**config.mk**
```make
export PLATFORM = sky130hd
export DESIGN_NAME = c_like_source_tokenizer
export DESIGN_NICKNAME = d
export VERILOG_FILES = /design/src/rtl/cltok_pkg.sv /design/src/rtl/c_like_source_tokenizer.sv
export VERILOG_INCLUDE_DIRS = /design/src /design/src/rtl
export SDC_FILE = /design/constraint.sdc
export NUM_CORES = 1
export LEC_CHECK = 0
export BUFFER_PORTS_ARGS = -buffer_cell sky130_fd_sc_hd__buf_2
export CORE_AREA = 2 2 251 253
export DETAILED_ROUTE_END_ITERATION = 7
export DIE_AREA = 0 0 253 255
export PLACE_DENSITY = 0.72
export SYNTH_ARGS = -nofsm -noshare
export SYNTH_HDL_FRONTEND = slang
export SYNTH_SLANG_ARGS = --single-unit
export TNS_END_PERCENT = 10
```
**constraint.sdc**
```tcl
create_clock -name clk_i -period 8.7 [get_ports clk_i]
set_clock_uncertainty 0.05 [all_clocks]
set_input_delay 1.305 -clock clk_i [delete_from_list [all_inputs] [get_ports clk_i]]
set_output_delay 1.305 -clock clk_i [all_outputs]
set_load 0.03 [all_outputs]
```
**src/rtl/assert_macros.svh**
```systemverilog
// assertion helpers for the tokenizer block
// every assertion is clocked on clk_i and disabled while rst_ni is low
`ifndef ASSERT_MACROS_SVH
`define ASSERT_MACROS_SVH

// property that must hold at every clock edge
`define TOK_ASSERT(lbl, prop, msg) \
  lbl: assert property (@(posedge clk_i) disable iff (!rst_ni) (prop)) else $error(msg);

// antecedent in a cycle implies consequent in the next
`define TOK_ASSERT_NEXT(lbl, ante, cons, msg) \
  lbl: assert property (@(posedge clk_i) disable iff (!rst_ni) (ante) |=> (cons)) \
    else $error(msg);

`endif

```
**src/rtl/cltok_pkg.sv**
```systemverilog
// shared types, codes and character tables for the c-like tokenizer
// no dependencies
`default_nettype none

package cltok_pkg;

  localparam int OFFSET_BITS      = 32;
  localparam int TOKEN_INDEX_BITS = 32;
  localparam int RESULT_SLOTS     = 3;

  localparam logic [OFFSET_BITS-1:0] OFFSET_MAX = {OFFSET_BITS{1'b1}};

  typedef enum logic [1:0] {
    RK_TOKEN = 2'd0,
    RK_SPAN  = 2'd1,
    RK_ERROR = 2'd2
  } result_kind_e;

  typedef enum logic [3:0] {
    TK_IDENT     = 4'd0,
    TK_NAMESPACE = 4'd1,
    TK_ENUM      = 4'd2,
    TK_CLASS     = 4'd3,
    TK_STRUCT    = 4'd4,
    TK_INT       = 4'd5,
    TK_STRING    = 4'd6,
    TK_PUNCT     = 4'd7,
    TK_EOF       = 4'd8
  } token_kind_e;

  typedef enum logic [1:0] {
    EC_INVALID  = 2'd0,
    EC_STRING   = 2'd1,
    EC_COMMENT  = 2'd2,
    EC_OVERFLOW = 2'd3
  } error_code_e;

  localparam logic [3:0] PC_NONE = 4'd0;
  localparam logic [3:0] PC_HASH = 4'd9;

  localparam logic [7:0] CH_TAB   = 8'h09;
  localparam logic [7:0] CH_LF    = 8'h0a;
  localparam logic [7:0] CH_CR    = 8'h0d;
  localparam logic [7:0] CH_SPACE = 8'h20;
  localparam logic [7:0] CH_QUOTE = 8'h22;
  localparam logic [7:0] CH_STAR  = 8'h2a;
  localparam logic [7:0] CH_SLASH = 8'h2f;

  // keywords left aligned, first character in the top byte
  localparam logic [71:0] KW_NAMESPACE = "namespace";
  localparam logic [71:0] KW_ENUM      = {"enum", 40'h0};
  localparam logic [71:0] KW_CLASS     = {"class", 32'h0};
  localparam logic [71:0] KW_STRUCT    = {"struct", 24'h0};

  typedef struct packed {
    result_kind_e                kind;
    token_kind_e                 tkind;
    logic [3:0]                  pcode;
    logic [OFFSET_BITS-1:0]      start;
    logic [OFFSET_BITS-1:0]      len;
    logic                        bol;
    logic [TOKEN_INDEX_BITS-1:0] dfirst;
    logic [TOKEN_INDEX_BITS-1:0] dend;
    error_code_e                 ecode;
  } result_t;

  function automatic logic [71:0] kw_text(input logic [1:0] k);
    logic [71:0] s;
    unique case (k)
      2'd0:    s = KW_NAMESPACE;
      2'd1:    s = KW_ENUM;
      2'd2:    s = KW_CLASS;
      default: s = KW_STRUCT;
    endcase
    return s;
  endfunction

  function automatic logic [3:0] kw_len(input logic [1:0] k);
    logic [3:0] l;
    unique case (k)
      2'd0:    l = 4'd9;
      2'd1:    l = 4'd4;
      2'd2:    l = 4'd5;
      default: l = 4'd6;
    endcase
    return l;
  endfunction

  function automatic logic [3:0] punct_code(input logic [7:0] c);
    logic [3:0] p;
    unique case (c)
      8'h7b:   p = 4'd1;   // {
      8'h7d:   p = 4'd2;   // }
      8'h3b:   p = 4'd3;   // ;
      8'h3a:   p = 4'd4;   // :
      8'h2c:   p = 4'd5;   // ,
      8'h3d:   p = 4'd6;   // =
      8'h2b:   p = 4'd7;   // +
      8'h2d:   p = 4'd8;   // -
      8'h23:   p = PC_HASH;
      8'h26:   p = 4'd10;  // &
      8'h2a:   p = 4'd11;  // *
      8'h5b:   p = 4'd12;  // [
      8'h5d:   p = 4'd13;  // ]
      default: p = PC_NONE;
    endcase
    return p;
  endfunction

endpackage

`default_nettype wire

```
**src/rtl/c_like_source_tokenizer.sv**
```systemverilog
// c-like tokenizer: one source byte or end item in, up to three result items out
// results of an item appear in the cycle after it is accepted, one result a cycle while
// out_stall_i is low; throughput: one item per cycle while each item gives at most one
// result and out_stall_i is low; more results hold the input until the last is taken
// reset: async active low, scanner idle at offset 0, directives enabled, buffer empty
// depends on cltok_pkg and assert_macros.svh
`default_nettype none

`include "assert_macros.svh"

module c_like_source_tokenizer (
  input  wire logic        clk_i,
  input  wire logic        rst_ni,
  input  wire logic        cfg_valid_i,
  output logic             cfg_ready_o,
  input  wire logic        cfg_data_i,
  input  wire logic        in_valid_i,
  output logic             in_stall_o,
  input  wire logic [7:0]  data_byte_i,
  input  wire logic        end_of_source_i,
  output logic             out_valid_o,
  input  wire logic        out_stall_i,
  output logic [1:0]       result_kind_o,
  output logic [3:0]       token_kind_o,
  output logic [3:0]       punctuation_code_o,
  output logic [31:0]      start_offset_o,
  output logic [31:0]      span_length_o,
  output logic             at_line_start_o,
  output logic [31:0]      directive_first_o,
  output logic [31:0]      directive_end_o,
  output logic [1:0]       error_code_o,
  output logic             last_o
);

  localparam int OB = cltok_pkg::OFFSET_BITS;
  localparam int TB = cltok_pkg::TOKEN_INDEX_BITS;

  typedef enum logic [3:0] {
    MODE_IDLE, MODE_IDENT, MODE_INT, MODE_STRING, MODE_SLASH,
    MODE_LINE, MODE_BLOCK, MODE_BSTAR, MODE_HALT
  } mode_e;

  // scanner state
  mode_e             mode_q, mode_d;
  logic [OB-1:0]     pos_q, pos_d;
  logic [OB-1:0]     pstart_q, pstart_d;
  logic              lsf_q, lsf_d;
  logic              pls_q, pls_d;
  logic              dopen_q, dopen_d;
  logic [TB-1:0]     dbeg_q, dbeg_d;
  logic [TB-1:0]     ntok_q, ntok_d;
  logic [3:0]        kwc_q, kwc_d;
  logic [3:0]        ilen_q, ilen_d;
  logic              dir_en_q;

  // result buffer
  cltok_pkg::result_t res_q [cltok_pkg::RESULT_SLOTS];
  cltok_pkg::result_t res_d [cltok_pkg::RESULT_SLOTS];
  logic [1:0]        cnt_q, cnt_d;
  logic [1:0]        head_q, head_d;
  logic [1:0]        nres_d;

  logic              in_take, out_take, out_last, buf_free;
  cltok_pkg::result_t out_res;

  function automatic cltok_pkg::result_t tok_res(cltok_pkg::token_kind_e tk, logic [3:0] pc,
                                                 logic [OB-1:0] st, logic [OB-1:0] ln,
                                                 logic ls);
    cltok_pkg::result_t r;
    r       = cltok_pkg::result_t'('0);
    r.kind  = cltok_pkg::RK_TOKEN;
    r.tkind = tk;
    r.pcode = pc;
    r.start = st;
    r.len   = ln;
    r.bol   = ls;
    return r;
  endfunction

  function automatic cltok_pkg::result_t err_res(cltok_pkg::error_code_e ec,
                                                 logic [OB-1:0] st, logic [OB-1:0] ln);
    cltok_pkg::result_t r;
    r       = cltok_pkg::result_t'('0);
    r.kind  = cltok_pkg::RK_ERROR;
    r.ecode = ec;
    r.start = st;
    r.len   = ln;
    return r;
  endfunction

  function automatic cltok_pkg::result_t span_res(logic [TB-1:0] first, logic [TB-1:0] last);
    cltok_pkg::result_t r;
    r        = cltok_pkg::result_t'('0);
    r.kind   = cltok_pkg::RK_SPAN;
    r.dfirst = first;
    r.dend   = last;
    return r;
  endfunction

  // drop keyword candidates that the next identifier character rules out
  function automatic logic [3:0] kw_filter(logic [3:0] kwc, logic [3:0] ilen, logic [7:0] c);
    logic [3:0]  m;
    logic [71:0] s;
    logic [7:0]  ch;
    m = kwc;
    for (int k = 0; k < 4; k++) begin
      s  = cltok_pkg::kw_text(2'(k));
      ch = 8'h00;
      for (int j = 0; j < 9; j++) begin
        if (ilen == 4'(j)) ch = s[71-8*j -: 8];
      end
      if (ilen >= cltok_pkg::kw_len(2'(k)) || ch != c) m[k] = 1'b0;
    end
    return m;
  endfunction

  function automatic cltok_pkg::token_kind_e word_kind(logic ident, logic [3:0] kwc,
                                                       logic [3:0] ilen);
    cltok_pkg::token_kind_e tk;
    tk = ident ? cltok_pkg::TK_IDENT : cltok_pkg::TK_INT;
    if (ident) begin
      for (int k = 0; k < 4; k++) begin
        if (kwc[k] && ilen == cltok_pkg::kw_len(2'(k)))
          tk = cltok_pkg::token_kind_e'(4'(k + 1));
      end
    end
    return tk;
  endfunction

  logic is_alpha, is_digit;
  assign is_alpha = (data_byte_i >= 8'h61 && data_byte_i <= 8'h7a) ||
                    (data_byte_i >= 8'h41 && data_byte_i <= 8'h5a) || data_byte_i == 8'h5f;
  assign is_digit = data_byte_i >= 8'h30 && data_byte_i <= 8'h39;

  always_comb begin
    logic       do_idle;
    logic [3:0] pc;
    mode_d   = mode_q;
    pos_d    = pos_q;
    pstart_d = pstart_q;
    lsf_d    = lsf_q;
    pls_d    = pls_q;
    dopen_d  = dopen_q;
    dbeg_d   = dbeg_q;
    ntok_d   = ntok_q;
    kwc_d    = kwc_q;
    ilen_d   = ilen_q;
    nres_d   = 2'd0;
    do_idle  = 1'b0;
    pc       = cltok_pkg::punct_code(data_byte_i);
    for (int i = 0; i < cltok_pkg::RESULT_SLOTS; i++) res_d[i] = cltok_pkg::result_t'('0);

    if (end_of_source_i) begin
      unique case (mode_q)
        MODE_IDENT, MODE_INT: begin
          res_d[nres_d] = tok_res(word_kind(mode_q == MODE_IDENT, kwc_q, ilen_q), cltok_pkg::PC_NONE,
                                  pstart_q, pos_q - pstart_q, pls_q);
          nres_d = nres_d + 2'd1;
          ntok_d = ntok_d + TB'(1);
          mode_d = MODE_IDLE;
        end
        MODE_STRING: begin
          res_d[nres_d] = err_res(cltok_pkg::EC_STRING, pstart_q, pos_q - pstart_q);
          nres_d = nres_d + 2'd1;
          mode_d = MODE_HALT;
        end
        MODE_SLASH: begin
          res_d[nres_d] = err_res(cltok_pkg::EC_INVALID, pstart_q, OB'(1));
          nres_d = nres_d + 2'd1;
          mode_d = MODE_HALT;
        end
        MODE_BLOCK, MODE_BSTAR: begin
          res_d[nres_d] = err_res(cltok_pkg::EC_COMMENT, pstart_q, pos_q - pstart_q);
          nres_d = nres_d + 2'd1;
          mode_d = MODE_HALT;
        end
        default: ;
      endcase
      if (mode_d != MODE_HALT) begin
        if (dopen_q && dir_en_q) begin
          res_d[nres_d] = span_res(dbeg_q, ntok_d);
          nres_d = nres_d + 2'd1;
        end
        res_d[nres_d] = tok_res(cltok_pkg::TK_EOF, cltok_pkg::PC_NONE, pos_q, '0, 1'b0);
        nres_d = nres_d + 2'd1;
      end
      // next source starts from scratch
      mode_d   = MODE_IDLE;
      pos_d    = '0;
      pstart_d = '0;
      lsf_d    = 1'b1;
      pls_d    = 1'b0;
      dopen_d  = 1'b0;
      dbeg_d   = '0;
      ntok_d   = '0;
      kwc_d    = '0;
      ilen_d   = '0;
    end else if (mode_q != MODE_HALT) begin
      if (pos_q == cltok_pkg::OFFSET_MAX) begin
        res_d[nres_d] = err_res(cltok_pkg::EC_OVERFLOW, '0, '0);
        nres_d = nres_d + 2'd1;
        mode_d = MODE_HALT;
      end else begin
        unique case (mode_q)
          MODE_IDENT, MODE_INT: begin
            if (mode_q == MODE_IDENT && (is_alpha || is_digit)) begin
              kwc_d  = kw_filter(kwc_q, ilen_q, data_byte_i);
              ilen_d = (ilen_q == 4'd15) ? ilen_q : ilen_q + 4'd1;
            end else if (!(mode_q == MODE_INT && is_digit)) begin
              res_d[nres_d] = tok_res(word_kind(mode_q == MODE_IDENT, kwc_q, ilen_q),
                                      cltok_pkg::PC_NONE, pstart_q, pos_q - pstart_q, pls_q);
              nres_d  = nres_d + 2'd1;
              ntok_d  = ntok_d + TB'(1);
              mode_d  = MODE_IDLE;
              do_idle = 1'b1;
            end
          end
          MODE_STRING: begin
            if (data_byte_i == cltok_pkg::CH_QUOTE) begin
              mode_d = MODE_IDLE;
              res_d[nres_d] = tok_res(cltok_pkg::TK_STRING, cltok_pkg::PC_NONE, pstart_q,
                                      pos_q + OB'(1) - pstart_q, pls_q);
              nres_d = nres_d + 2'd1;
              ntok_d = ntok_d + TB'(1);
            end else if (data_byte_i == cltok_pkg::CH_LF) begin
              res_d[nres_d] = err_res(cltok_pkg::EC_STRING, pstart_q, pos_q - pstart_q);
              nres_d = nres_d + 2'd1;
              mode_d = MODE_HALT;
            end
          end
          MODE_SLASH: begin
            if (data_byte_i == cltok_pkg::CH_SLASH) begin
              mode_d = MODE_LINE;
            end else if (data_byte_i == cltok_pkg::CH_STAR) begin
              mode_d = MODE_BLOCK;
            end else begin
              res_d[nres_d] = err_res(cltok_pkg::EC_INVALID, pstart_q, OB'(1));
              nres_d = nres_d + 2'd1;
              mode_d = MODE_HALT;
            end
          end
          MODE_LINE: begin
            if (data_byte_i == cltok_pkg::CH_LF) begin
              mode_d  = MODE_IDLE;
              do_idle = 1'b1;
            end
          end
          MODE_BLOCK, MODE_BSTAR: begin
            if (mode_q == MODE_BSTAR && data_byte_i == cltok_pkg::CH_SLASH) begin
              mode_d = MODE_IDLE;
            end else if (data_byte_i == cltok_pkg::CH_STAR) begin
              mode_d = MODE_BSTAR;
            end else begin
              if (data_byte_i == cltok_pkg::CH_LF) lsf_d = 1'b1;
              mode_d = MODE_BLOCK;
            end
          end
          default: do_idle = 1'b1;
        endcase

        // byte seen between tokens
        if (do_idle) begin
          priority if (data_byte_i == cltok_pkg::CH_SPACE || data_byte_i == cltok_pkg::CH_TAB ||
                       data_byte_i == cltok_pkg::CH_CR) begin
          end else if (data_byte_i == cltok_pkg::CH_LF) begin
            if (dopen_d && dir_en_q) begin
              res_d[nres_d] = span_res(dbeg_d, ntok_d);
              nres_d = nres_d + 2'd1;
            end
            dopen_d = 1'b0;
            lsf_d   = 1'b1;
          end else if (data_byte_i == cltok_pkg::CH_SLASH) begin
            mode_d   = MODE_SLASH;
            pstart_d = pos_q;
          end else begin
            pstart_d = pos_q;
            pls_d    = lsf_d;
            priority if (is_alpha) begin
              lsf_d  = 1'b0;
              mode_d = MODE_IDENT;
              kwc_d  = kw_filter(4'hf, 4'd0, data_byte_i);
              ilen_d = 4'd1;
            end else if (is_digit) begin
              lsf_d  = 1'b0;
              mode_d = MODE_INT;
            end else if (data_byte_i == cltok_pkg::CH_QUOTE) begin
              lsf_d  = 1'b0;
              mode_d = MODE_STRING;
            end else if (pc != cltok_pkg::PC_NONE) begin
              lsf_d = 1'b0;
              // hash first on its line opens a directive at the current token index when enabled
              if (pc == cltok_pkg::PC_HASH && pls_d && dir_en_q) begin
                dbeg_d  = ntok_d;
                dopen_d = 1'b1;
              end
              res_d[nres_d] = tok_res(cltok_pkg::TK_PUNCT, pc, pos_q, OB'(1), pls_d);
              nres_d = nres_d + 2'd1;
              ntok_d = ntok_d + TB'(1);
            end else begin
              res_d[nres_d] = err_res(cltok_pkg::EC_INVALID, pos_q, OB'(1));
              nres_d = nres_d + 2'd1;
              mode_d = MODE_HALT;
            end
          end
        end
        pos_d = pos_q + OB'(1);
      end
    end
  end

  // result buffer control
  assign out_valid_o = cnt_q != 2'd0;
  assign out_take    = out_valid_o && !out_stall_i;
  assign out_last    = head_q + 2'd1 == cnt_q;
  assign buf_free    = cnt_q == 2'd0 || (out_take && out_last);
  assign in_stall_o  = !buf_free;
  assign in_take     = in_valid_i && buf_free;
  assign cfg_ready_o = 1'b1;

  always_comb begin
    cnt_d  = cnt_q;
    head_d = head_q;
    if (in_take) begin
      cnt_d  = nres_d;
      head_d = 2'd0;
    end else if (out_take) begin
      if (out_last) begin
        cnt_d  = 2'd0;
        head_d = 2'd0;
      end else begin
        head_d = head_q + 2'd1;
      end
    end
  end

  always_ff @(posedge clk_i or negedge rst_ni) begin
    if (!rst_ni) begin
      mode_q   <= MODE_IDLE;
      pos_q    <= '0;
      pstart_q <= '0;
      lsf_q    <= 1'b1;
      pls_q    <= 1'b0;
      dopen_q  <= 1'b0;
      dbeg_q   <= '0;
      ntok_q   <= '0;
      kwc_q    <= '0;
      ilen_q   <= '0;
      dir_en_q <= 1'b1;
      cnt_q    <= 2'd0;
      head_q   <= 2'd0;
    end else begin
      if (in_take) begin
        mode_q   <= mode_d;
        pos_q    <= pos_d;
        pstart_q <= pstart_d;
        lsf_q    <= lsf_d;
        pls_q    <= pls_d;
        dopen_q  <= dopen_d;
        dbeg_q   <= dbeg_d;
        ntok_q   <= ntok_d;
        kwc_q    <= kwc_d;
        ilen_q   <= ilen_d;
      end
      if (cfg_valid_i && cfg_ready_o) dir_en_q <= cfg_data_i;
      cnt_q  <= cnt_d;
      head_q <= head_d;
    end
  end

  always_ff @(posedge clk_i) begin
    if (in_take) begin
      for (int i = 0; i < cltok_pkg::RESULT_SLOTS; i++) res_q[i] <= res_d[i];
    end
  end

  assign out_res            = res_q[head_q];
  assign result_kind_o      = out_res.kind;
  assign token_kind_o       = out_res.tkind;
  assign punctuation_code_o = out_res.pcode;
  assign start_offset_o     = 32'(out_res.start);
  assign span_length_o      = 32'(out_res.len);
  assign at_line_start_o    = out_res.bol;
  assign directive_first_o  = 32'(out_res.dfirst);
  assign directive_end_o    = 32'(out_res.dend);
  assign error_code_o       = out_res.ecode;
  assign last_o             = out_last;

  `TOK_ASSERT(a_head_in_range, cnt_q == 2'd0 || head_q < cnt_q, "result read pointer past fill")
  `TOK_ASSERT_NEXT(a_halt_silent, in_take && !end_of_source_i && mode_q == MODE_HALT,
                   !out_valid_o, "halted scanner produced a result")
  `TOK_ASSERT_NEXT(a_end_clears, in_take && end_of_source_i,
                   mode_q == MODE_IDLE && pos_q == '0 && ntok_q == '0 && !dopen_q,
                   "end item did not clear scanner state")

endmodule

`default_nettype wire

```
==> summary.txt <==
Outcome
  – Status: completed

STA
  – Tmin final: 5.71 ns
  – Final Cycle Share: 0.656
  – Hold Worst Slack: 0.432 ns
  – Sum of negative setup slack: 0 ns
  – Max_slew headroom: 0.103
  – Worst Tran Pin Value: 1.34 ns
  – Max-slew violations: 0
  – Final Hold Viols: 0
  – Fmax: 0.175 GHz
  – RSZ-0062 raised after global routing: false
  – Final WS setup: 2.99 ns
  – Final setup fails: 0

Die
  – Chip width: 253 um
  – Std cell rows: 92
  – IO Pins: 160
  – Starting Density: 0.432
  – Die H: 255 um
  – Die area: 64500 um2
  – Core area: 62200 um2

Setup path
  – CP max stage delay: 0.86 ns
  – Reg2reg start: mode_q[1]
  – Crit path arrival time: 6.09 ns
  – Crit path required time: 9.09 ns
  – CP Max Fanout: 56
  – Critical path type: primary input to flip-flop
  – R2R Setup Slk: 3.08 ns
  – Critical Path, Cell by Cell: buf_2 > or2_1 > o311ai_4 > o211ai_4 > nand2_1 > nor2_1 > inv_2 > or4_1 > and2_2 > buf_4 > nor2b_1
  – Crit end category: flip-flop
  – RR Endpoint: res_q[0][57]
  – CP max stage cell: or4_1
  – R2R cell count: 9
  – CP Launch Type: primary input

Routing
  – Initial DRC Count: 2057
  – Drt pass-1 iters: 6
  – Drc violations: 0
  – Highest routing layer actually used: met5
  – DR WL met2: 35300 um
  – Met3 routed WL: 5760 um
  – Met1 wire length: 33300 um
  – Vias/cell: 5.99
  – Number of vias in the routed layout: 22000
  – Antenna-violating nets left: 0
  – WL final: 76900 um
  – DR WL/cell: 21.0 um

Logic synthesis
  – EDFF count, synth: 280
  – #FFs+latches synth: 428
  – Mapped Cells: 2815
  – Synth cell types: 97
  – Mapped Area: 26800 um2
  – Synth Flop Type: edfxtp_1
  – Syn avg cell area: 9.54 um2
  – Synthesis Warnings: 0
  – Register area share after synthesis: 0.451
  – Fraction of registers with async set/reset: 0.346
  – Syn nets: 2908

Layout
  – Ratio of cells with drive above 1 in the final layout: 0.110
  – Area grow syn2layout: 9.97%
  – # diodes: 0
  – Nets: 2923

Power and ir drop
  – Peak VDD IR: 0.196 mV
  – Pleak: 0.0112 uW
  – Pwr Density: 281 nW/um2
  – Final Total Pwr: 8310 uW

Min path
  – Hold EP: dbeg_q[18]
  – HP Start: dbeg_q[18]
  – Hold Path Stages: 2
  – Worst Hold Class: flip-flop to flip-flop

Global routing
  – Vias in the first global route: 20400
  – Total GRT Usage: 0.231
  – Initial antenna violation count: 3
  – GRT Residual Overflow: 0
  – First-pass GRT wire length: 117000 um
  – Pin count of the biggest net entering global routing: 167

Place
  – Post-DP HPWL: 52000 um
  – Port Buffers: 158
  – Pre-CTS WS: 2.43 ns
  – Gpl congestion: 0.921

Clock network
  – Insertion delay to the later sink of the worst-skew pair: 0.59 ns
  – Worst-path clk slew: 0.06 ns
  – CTS H-tree depth: 2
  – Cts hold-fix bufs: 0
  – Clk buf depth: 3
  – Total CTS buffers: 45
  – Root cell of the clock tree: clkbuf_16
  – CTS tree: done
  – Resize count post-CTS: 0
  – CTS Sinks: 428
  – Post-CTS setup buffers: 0

Job
  – Max Cap Viol: 0
## synthesized netlist by cell type (9+ instances only)
cell type	number	area, um2
buf_1	17	63.8
o21a_1	13	97.6
dfrtp_1	146	3650
a21o_1	46	345
nand2b_1	23	144
o211ai_1	14	105
buf_2	40	200
o21bai_1	10	75.1
xor2_1	66	578
a211oi_1	17	128
and3_1	57	357
edfxtp_1	280	8410
o21ai_1	9	45.0
nand4_1	22	138
or3_1	15	93.8
ha_1	76	951
and2_1	52	325
xnor2_1	87	762
clkbuf_1	158	593
a21oi_1	117	586
and4_1	13	114
a31oi_1	23	144
nor2_1	244	916
a22o_1	60	526
or2_2	11	68.8
a22oi_1	64	480
nor3_1	33	165
nor4b_1	9	78.8
nand2_1	231	867
nor2b_1	131	820
o21ai_0	231	1160
inv_1	71	267
o31ai_1	46	345
o22ai_1	46	288
nand3_1	64	320
mux2i_1	114	1140
## metal layers
metal  vias to the layer above  global-route usage
li1                      10300                   -
met1                     10600               0.318
met2                       914               0.368
met3                       157              0.0381
met4                         4              0.0822
met5                         -                   0
## placed cells by master (no fill, tap or decap), drive strengths merged, types with 36 or more instances in the layout
cell type,instances
inv,74
xor2,66
nand3,64
o31ai,46
a22o,60
clkbuf,68
and3,57
dfrtp,146
a22oi,64
o21ai,241
mux2i,114
a21o,46
xnor2,87
buf,187
nor2,246
nand2,232
edfxtp,280
nor2b,131
o22ai,46
a21oi,117
and2,58
ha,76
nor3,36
## registers in the layout, summed over array words and instances (netlist names)
name	flops
dbeg_q	32
mode_q	4
dir_en_q	1
res_q	280
dopen_q	1
ilen_q	4
kwc_q	4
lsf_q	1
pstart_q	32
head_q	2
pls_q	1
pos_q	32
ntok_q	32
cnt_q	2
## kinds of logic after synthesis
| group | synth area share |
|---|---|
| simple gates | 0.185 |
| compound gates | 0.190 |
| flops | 0.451 |
| buf+inv | 0.0435 |
| xor+xnor | 0.0499 |
| mux | 0.0433 |
| fa+ha+maj | 0.0369 |
| other cells | 0.000140 |
## report_power, final
group          switching, uW  internal [uW]
combinational           2500           1040
clock                    842           1080
sequential               210           2630
## worst max path at each step
stage / start / end / slack [ns]
finish: data_byte_i[2] / res_q[0][41] / 2.99
global placement: data_byte_i[2] / res_q[1][20] / 2.59
CTS: data_byte_i[2] / res_q[1][20] / 3.11
global route: data_byte_i[2] / res_q[1][20] / 2.74
floorplan: head_q[1] / ntok_q[12] / 1.33
detailed placement: data_byte_i[2] / res_q[1][20] / 2.43
## critical path: cells and delay by family
kind            cells  cell delay [ns]
simple gates        6             2.88
buf+inv             3             1.08
compound gates      2             0.78
## per-stage QoR
stage / instances / util / area (um2)
floorplan: 2815 / - / 26900
global placement: 3582 / 0.451 / 28100
detailed placement: 3582 / 0.451 / 28100
CTS: 3666 / 0.475 / 29500
global route: 3666 / 0.475 / 29500
finish: 3666 / 0.475 / 29500
## area by class of cell
cell class | count | area, um2
Clock buffer | 68 | 1300
Clock inverter | 16 | 171
Fill cell | 5778 | 32600
Inverter | 75 | 285
Multi-Input combinational cell | 2093 | 13600
Sequential cell | 428 | 12100
Tap cell | 799 | 1000
Timing Repair Buffer | 187 | 1030
Note: power is estimated with default switching activity, not from simulation.
